## src/hubl_pkg.sv

```systemverilog
// Package for the hold upsampler with Bessel low-pass filter.
// Holds fixed-point widths, filter coefficients and shared arithmetic helpers.
// No dependencies.
package hubl_pkg;

  localparam int UPSAMPLE_FACTOR = 3;
  localparam int SLOT_W = $clog2(UPSAMPLE_FACTOR);
  localparam int NTAPS = 4;

  localparam int SAMPLE_W = 16;
  localparam int XW = 27;        // scaled input, Q12
  localparam int YW = 32;        // filter output state, Q12
  localparam int CW = 18;        // feedback coefficient, Q2.16
  localparam int WW = 3;         // feedforward binomial weight
  localparam int FFW = XW + WW + 1;
  localparam int FBW = YW + CW;
  localparam int FB_SUM_W = FBW + 2;
  localparam int FB_SH = 16;
  localparam int YWIDE_W = FB_SUM_W - FB_SH + 1;
  localparam int Q_SH = 12;

  localparam logic signed [SAMPLE_W:0] IN_GAIN = 17'sd19319;

  typedef logic signed [CW-1:0] coef_t;
  typedef logic [WW-1:0] weight_t;

  // Tap k holds x[n-1-k] and y[n-1-k].
  localparam coef_t FB_COEF [NTAPS] = '{
    -18'sd129009, -18'sd104107, -18'sd39084, -18'sd5708
  };
  localparam weight_t FF_WEIGHT [NTAPS] = '{3'd4, 3'd6, 3'd4, 3'd1};

  typedef struct packed {
    logic shift;
  } cell_ctrl_t;

  // floor(sample * gain / 16)
  function automatic logic signed [XW-1:0] scale_sample(logic signed [SAMPLE_W-1:0] s);
    logic signed [2*SAMPLE_W:0] p;
    p = (2*SAMPLE_W+1)'(s) * (2*SAMPLE_W+1)'(IN_GAIN);
    return p[XW+3:4];
  endfunction

  function automatic logic signed [YW-1:0] sat_y(logic signed [YWIDE_W-1:0] v);
    logic signed [YWIDE_W-1:0] hi;
    logic signed [YWIDE_W-1:0] lo;
    hi = YWIDE_W'({1'b0, {(YW-1){1'b1}}});
    lo = ~hi;
    if (v > hi) return hi[YW-1:0];
    if (v < lo) return lo[YW-1:0];
    return v[YW-1:0];
  endfunction

  // y / 4096 truncated toward zero, clamped to 16 bits
  function automatic logic signed [SAMPLE_W-1:0] quant_out(logic signed [YW-1:0] y);
    logic signed [YW:0] t;
    logic signed [YW:0] q;
    t = (YW+1)'(y);
    if (y < 0) t = t + (YW+1)'((1 << Q_SH) - 1);
    q = t >>> Q_SH;
    if (q > (YW+1)'(32767)) return 16'sh7fff;
    if (q < -(YW+1)'(32768)) return 16'sh8000;
    return q[SAMPLE_W-1:0];
  endfunction

endpackage

```

## src/hubl_tap_cell.sv

```systemverilog
// One delay tap of the filter: holds one input and one output history word.
// Shifts both to the next tap on each step and offers its weighted terms.
// Depends on hubl_pkg.
module hubl_tap_cell (
  input  logic                             clk_i,
  input  logic                             rst_ni,
  input  hubl_pkg::cell_ctrl_t             ctrl_i,
  input  logic signed [hubl_pkg::XW-1:0]   x_i,
  input  logic signed [hubl_pkg::YW-1:0]   y_i,
  input  hubl_pkg::coef_t                  coef_i,
  input  hubl_pkg::weight_t                weight_i,
  output logic signed [hubl_pkg::XW-1:0]   x_o,
  output logic signed [hubl_pkg::YW-1:0]   y_o,
  output logic signed [hubl_pkg::FFW-1:0]  ff_o,
  output logic signed [hubl_pkg::FBW-1:0]  fb_o
);
  import hubl_pkg::*;

  logic signed [XW-1:0] x_q, x_d;
  logic signed [YW-1:0] y_q, y_d;

  assign x_d = ctrl_i.shift ? x_i : x_q;
  assign y_d = ctrl_i.shift ? y_i : y_q;

  always_ff @(posedge clk_i or negedge rst_ni) begin
    if (!rst_ni) begin
      x_q <= '0;
      y_q <= '0;
    end else begin
      x_q <= x_d;
      y_q <= y_d;
    end
  end

  assign x_o  = x_q;
  assign y_o  = y_q;
  assign ff_o = x_q * $signed({1'b0, weight_i});
  assign fb_o = y_q * coef_i;

endmodule

```

## src/hold_upsample_bessel_lowpass.sv

```systemverilog
// Top level: 3x hold upsampler feeding a fourth-order Bessel IIR low-pass.
// Depends on hubl_pkg and hubl_tap_cell.
//
// Channel  Dir  Payload                                  Transaction
// s_axis   in   tdata = sample_in[15:0], tuser = mode    tvalid & tready
// m_axis   out  tdata = filtered_out[15:0], tlast=last   tvalid & tready
//
// A sample item runs one filter step per held slot, a silence item runs a
// single step. The y[n] -> y[n+1] feedback through the tap chain keeps
// the steps serial: each step needs the output of the step before it.
// A new item is taken in the cycle its predecessor runs its final step.
// Reset clears the tap histories and all control; there is no clearing pass.
// Output stalls hold the current step; the result register parts the sides.
module hold_upsample_bessel_lowpass (
  input  logic        clk_i,
  input  logic        rst_ni,
  input  logic        s_axis_tvalid_i,
  output logic        s_axis_tready_o,
  input  logic [15:0] s_axis_tdata_i,   // [15:0] sample_in
  input  logic        s_axis_tuser_i,   // [0] mode
  output logic        m_axis_tvalid_o,
  input  logic        m_axis_tready_i,
  output logic [15:0] m_axis_tdata_o,   // [15:0] filtered_out
  output logic        m_axis_tlast_o
);
  import hubl_pkg::*;

  // held item
  logic                    hold_valid_q, hold_valid_d;
  logic [SLOT_W-1:0]       slots_q, slots_d;     // steps remaining after this one
  logic signed [XW-1:0]    hold_x_q, hold_x_d;

  // result register
  logic                    out_valid_q, out_valid_d;
  logic                    out_last_q, out_last_d;
  logic signed [YW-1:0]    out_y_q, out_y_d;

  logic s_accept, step, last_step;
  cell_ctrl_t cell_ctrl;

  // tap chain wiring
  logic signed [XW-1:0]  x_chain  [NTAPS];
  logic signed [YW-1:0]  y_chain  [NTAPS];
  logic signed [FFW-1:0] ff_term  [NTAPS];
  logic signed [FBW-1:0] fb_term  [NTAPS];

  logic signed [FFW-1:0]      ff_sum;
  logic signed [FB_SUM_W-1:0] fb_sum;
  logic signed [YWIDE_W-1:0]  y_wide;
  logic signed [YW-1:0]       y_new;

  // a step runs when an item is held and the result slot is free or draining
  assign step      = hold_valid_q && (!out_valid_q || m_axis_tready_i);
  assign last_step = step && (slots_q == '0);
  assign s_axis_tready_o = !hold_valid_q || last_step;
  assign s_accept  = s_axis_tvalid_i && s_axis_tready_o;
  assign cell_ctrl.shift = step;

  always_comb begin
    hold_valid_d = hold_valid_q;
    slots_d      = slots_q;
    hold_x_d     = hold_x_q;
    if (s_accept) begin
      hold_valid_d = 1'b1;
      // silence: one zero slot; sample: scale once, hold for all slots
      slots_d  = s_axis_tuser_i ? '0 : SLOT_W'(UPSAMPLE_FACTOR - 1);
      hold_x_d = s_axis_tuser_i ? '0 : scale_sample($signed(s_axis_tdata_i));
    end else if (last_step) begin
      hold_valid_d = 1'b0;
    end else if (step) begin
      slots_d = slots_q - SLOT_W'(1);
    end
  end

  always_comb begin
    out_valid_d = out_valid_q;
    out_last_d  = out_last_q;
    out_y_d     = out_y_q;
    if (step) begin
      out_valid_d = 1'b1;
      out_last_d  = (slots_q == '0);
      out_y_d     = y_new;
    end else if (m_axis_tready_i) begin
      out_valid_d = 1'b0;
    end
  end

  always_ff @(posedge clk_i or negedge rst_ni) begin
    if (!rst_ni) begin
      hold_valid_q <= 1'b0;
      slots_q      <= '0;
      out_valid_q  <= 1'b0;
      out_last_q   <= 1'b0;
    end else begin
      hold_valid_q <= hold_valid_d;
      slots_q      <= slots_d;
      out_valid_q  <= out_valid_d;
      out_last_q   <= out_last_d;
    end
  end

  always_ff @(posedge clk_i) begin
    hold_x_q <= hold_x_d;
    out_y_q  <= out_y_d;
  end

  // chain of taps: tap 0 takes the current step's x and y
  for (genvar k = 0; k < NTAPS; k++) begin : g_tap
    logic signed [XW-1:0] x_in;
    logic signed [YW-1:0] y_in;
    if (k == 0) begin : g_head
      assign x_in = hold_x_q;
      assign y_in = y_new;
    end else begin : g_body
      assign x_in = x_chain[k-1];
      assign y_in = y_chain[k-1];
    end
    hubl_tap_cell u_cell (
      .clk_i    (clk_i),
      .rst_ni   (rst_ni),
      .ctrl_i   (cell_ctrl),
      .x_i      (x_in),
      .y_i      (y_in),
      .coef_i   (FB_COEF[k]),
      .weight_i (FF_WEIGHT[k]),
      .x_o      (x_chain[k]),
      .y_o      (y_chain[k]),
      .ff_o     (ff_term[k]),
      .fb_o     (fb_term[k])
    );
  end

  // ff*65536 is exact, so floor(acc/65536) = ff + floor(fb/65536)
  always_comb begin
    ff_sum = FFW'(hold_x_q);
    fb_sum = '0;
    for (int k = 0; k < NTAPS; k++) begin
      ff_sum = ff_sum + ff_term[k];
      fb_sum = fb_sum + FB_SUM_W'(fb_term[k]);
    end
    y_wide = YWIDE_W'(ff_sum) + YWIDE_W'(fb_sum >>> FB_SH);
    y_new  = sat_y(y_wide);
  end

  assign m_axis_tvalid_o = out_valid_q;
  assign m_axis_tlast_o  = out_last_q;
  assign m_axis_tdata_o  = quant_out(out_y_q);

  // a held item with steps left never lets a new one in
  a_no_accept_mid_item: assert property (@(posedge clk_i) disable iff (!rst_ni)
    (hold_valid_q && !last_step) |-> !s_axis_tready_o)
    else $error("input taken while item still has steps");

  // a sample transaction starts a full run of slots
  a_sample_run: assert property (@(posedge clk_i) disable iff (!rst_ni)
    (s_accept && !s_axis_tuser_i) |=>
      (hold_valid_q && slots_q == SLOT_W'(UPSAMPLE_FACTOR - 1)))
    else $error("sample run not loaded");

  // every step lands in the result register, flagged last on its final slot
  a_step_result: assert property (@(posedge clk_i) disable iff (!rst_ni)
    step |=> (m_axis_tvalid_o && (m_axis_tlast_o == $past(slots_q == '0))))
    else $error("step result lost or mis-flagged");

  // taps only move when a step runs
  a_tap_hold: assert property (@(posedge clk_i) disable iff (!rst_ni)
    !step |=> $stable(y_chain[0]))
    else $error("tap history moved without a step");

endmodule
```

## config.mk

```make
export PLATFORM = sky130hd
export DESIGN_NAME = hold_upsample_bessel_lowpass
export DESIGN_NICKNAME = d
export VERILOG_FILES = /design/src/hubl_pkg.sv /design/src/hubl_tap_cell.sv /design/src/hold_upsample_bessel_lowpass.sv
export SDC_FILE = /design/constraint.sdc
export NUM_CORES = 2
export LEC_CHECK = 0
export ABC_CLOCK_PERIOD_IN_PS = 12910
export BUFFER_PORTS_ARGS = -buffer_cell sky130_fd_sc_hd__buf_4
export CAP_MARGIN = 40
export CORE_ASPECT_RATIO = 1.25
export CORE_UTILIZATION = 65
export CTS_CLUSTER_SIZE = 25
export DETAILED_ROUTE_END_ITERATION = 8
export PLACE_DENSITY = 0.81
export SLEW_MARGIN = 30
export SYNTH_ARGS = -nofsm -noshare
export SYNTH_HDL_FRONTEND = slang
export SYNTH_HIERARCHICAL = 1
export SYNTH_SLANG_ARGS = --single-unit
```

## constraint.sdc

```tcl
create_clock -name clk_i -period 12.91 [get_ports clk_i]
set_clock_uncertainty 0.1 [all_clocks]
set_input_delay 0 -clock clk_i [delete_from_list [all_inputs] [get_ports clk_i]]
set_output_delay 0 -clock clk_i [all_outputs]
set_load 0.1 [all_outputs]
```

==> impl_metrics.csv <==
group,metric,value,unit
cells_and_area,drive_above_1_share,0.0581,
clock_tree,clk_pin_slew_worst_paths,60,ps
logic_synthesis,synthTopCellsByCount,"inv_1, fa_1, nand2_1",
cells_and_area,design_area,0.127,mm²
detailed_routing,ant_nets,0,
worst_setup_path,arrival,12960,ps
cells_and_area,fill_cells,14300,
placed_design,gp_congestion,1.07,
hold_path,worst_hold_path.endpoint,"m_axis_tvalid_o",
logic_synthesis,ys_ff_latch,300,
status,run_status,"completed",
cells_and_area,nNetsFinal,17400,
logic_synthesis,synth_edf_count,59,
cells_and_area,final_cells,16200,
logic_synthesis,syn_area_per_cell,8.90,µm²
logic_synthesis,synth-seq-area-share,0.0648,
detailed_routing,wl,364000,µm
floorplanning,boundaryPins,40,
hold_path,hold_path_depth,4,
global_route,grt_start_max_net_pins,90,
floorplanning,core-area,0.184,mm²
timing,relSlewSlack,0.415,
timing,hold_violations,0,
detailed_routing,drt-pass1-iter-count,7,
global_route,grt-ovfl-total,0,
global_route,grt_pass1_wl,573000,µm
timing,maxSlewViolCount,0,
placed_design,placed_cells,16100,
global_route,grt_pass1_vias,103000,
clock_tree,clock_latency,680,ps
floorplanning,start_util,0.654,
clock_tree,cts-buffers-inserted,44,
detailed_routing,drc,0,
logic_synthesis,synth.largest_area_cell,"fa_1",
logic_synthesis,synth.most_common_cell,"inv_1",
worst_setup_path,crit_type,"reg2reg",
logic_synthesis,synth.area.top_cells,"fa_1, inv_1, ha_1",
timing,hold_ws,92.0,ps
logic_synthesis,synth.top_cell.area_share,0.437,
timing,setup_viol,0,
detailed_routing,vias_per_cell,5.76,
timing,fin_crit,12460,ps
worst_setup_path,ff2ff_path_depth,46,
timing,fin_setup_tns,0,ps
timing,tightest_slew,872,ps
hold_path,min_from,"m_axis_tready_i",
placed_design,dp_hpwl,310000,µm
logic_synthesis,synthArstFlopShare,0.803,
worst_setup_path,cp_top_family,"adder cells",
worst_setup_path,crit_top_cell,"fa_1",
floorplanning,die_area,0.187,mm²
floorplanning,fp-row-count,176,
floorplanning,die_x,387,µm
worst_setup_path,cp_slowest_stage_delay,570,ps
placed_design,portBuffers,39,
clock_tree,root_buffer,"clkbuf_16",
worst_setup_path,crit_buf_inv,7,
global_route,grt.total_usage,0.402,
worst_setup_path,end_kind,"flop",
hold_path,hold_class,"in2reg",
timing,fmax,80.2,MHz
worst_setup_path,crit_slowest_cell,"fa_1",
clock_tree,cts_max_level,2,
clock_tree,cts_buffer_depth,3,
flow_run,drv_cap,0,
worst_setup_path,r2r-start,"g_tap[3].u_cell/y_o[14]",
worst_setup_path,path_max_fanout,30,
detailed_routing,wl_per_cell,22.4,µm
cells_and_area,area_growth_syn_to_layout,5.73,%
logic_synthesis,syn_inst,13500,
worst_setup_path,r2r-end,"g_tap[0].u_cell/y_o[3]",
global_route,grt_antenna_before_repair,17,
clock_tree,cts_tree,"done",
worst_setup_path,critPathLaunchType,"flop",
detailed_routing,first_iter_violations,7469,
detailed_routing,vias,93300,
logic_synthesis,ys_warn_count,6,
placed_design,place_area,0.125,mm²
clock_tree,cts.sinks,300,
timing,fin_crit_sh,0.965,
logic_synthesis,synth_cell_types,118,
logic_synthesis,synth_ff_type,"dfrtp_1",
floorplanning,die_h,483,µm
logic_synthesis,netlist_area,0.120,mm²
worst_setup_path,reg2reg_slack,450,ps
worst_setup_path,required,13410,ps
## logic make-up after synthesis
| group | count (synthesis) | share of synthesized area |
|---|---|---|
| other | 2 | 0.0000624 |
| AND/OR/NAND/NOR | 3555 | 0.143 |
| multiplexers | 252 | 0.0235 |
| buffers and inverters | 4128 | 0.129 |
| AO/OA/AOI/OAI | 1244 | 0.0697 |
| adder cells (fa/ha/maj) | 3586 | 0.537 |
| XOR/XNOR | 453 | 0.0330 |
| flip-flops | 300 | 0.0648 |
## sequential cells by signal (all words and copies together) (netlist names)
signal and cells:
g_tap.u_cell/x_o 108, g_tap.u_cell/y_o 128, g_tap.x_in 27, hold_valid_q 1, m_axis_tlast_o 1, m_axis_tvalid_o 1
out_y_q 32, slots_q 2
## repair_timing
item / in CTS / in global routing
hold buffers: 9 / 0
buffers inserted: 0 / 7
resized for setup: 3 / 68
gates cloned: 0 / 0
hold endpoints to repair: 156 / 0
pin swaps: 0 / 11
setup endpoints to repair: 59 / 64
## cells in the final DEF, fill, tap and decap left out, types with 239 or more instances in the layout
| master | count |
|---|---|
| ha_1 | 952 |
| xnor2_1 | 321 |
| a21oi_1 | 355 |
| fa_1 | 2625 |
| conb_1 | 440 |
| nor2_1 | 354 |
| inv_1 | 3534 |
| buf_4 | 329 |
| mux2_2 | 239 |
| and2_1 | 1120 |
| nand2_1 | 1620 |
## worst max-delay path by stage
stage                     depth (start not counted)               startpoint  slack [ps]                      end
after floorplan                                  48  g_tap[2].u_cell/y_o[10]        1180   g_tap[0].u_cell/y_o[8]
after global placement                           45  g_tap[1].u_cell/y_o[10]          80   g_tap[0].u_cell/y_o[8]
after detailed placement                         44  g_tap[1].u_cell/y_o[10]         -50  g_tap[0].u_cell/y_o[22]
after CTS                                        45   g_tap[1].u_cell/y_o[9]          40  g_tap[0].u_cell/y_o[22]
after global routing                             49   g_tap[3].u_cell/y_o[8]         -80  g_tap[0].u_cell/y_o[22]
final                                            46  g_tap[3].u_cell/y_o[14]         450   g_tap[0].u_cell/y_o[3]
## per-layer routing
layer,GRT usage,vias up,routed length [µm]
li1,-,40100,-
met1,0.470,46900,127000
met2,0.656,4651,170000
met3,0.0801,1670,32200
met4,0.303,8,34400
met5,0,-,52
## through the flow
| step | worst slack [ps] | util |
|---|---|---|
| final | 448 | 0.692 |
| after global routing | -76.3 | 0.692 |
| after CTS | 42.7 | 0.690 |
| after detailed placement | -54.4 | 0.681 |
| after global placement | 77.1 | 0.681 |
| after floorplan | 1180 | - |
## layout make-up
type                       instances  area, µm²  area share
multi-input combinational       9530      98800       0.777
inverter                        3539      13300       0.104
sequential                       300       7840      0.0616
tap                             2403       3010      0.0236
timing repair buffer             345       2740      0.0216
clock buffer                      56       1200     0.00940
clock inverter                    24        274     0.00215
antenna                           18       45.0    0.000354
## worst register-to-register path: cells and delay by family, from the launching register on
kind	cells	cell delay [ps]
muxes	1	160
adders and majority gates	11	5100
xor gates and xnor gates	2	520
AOI/OAI and AO/OA	20	4440
DFF	1	510
and+or+nand+nor	5	740
buffers and inverters	7	810
Power is left out: the tool's default activity adds up to more than one toggle a clock period on the data nets, which glitch-free logic cannot reach.
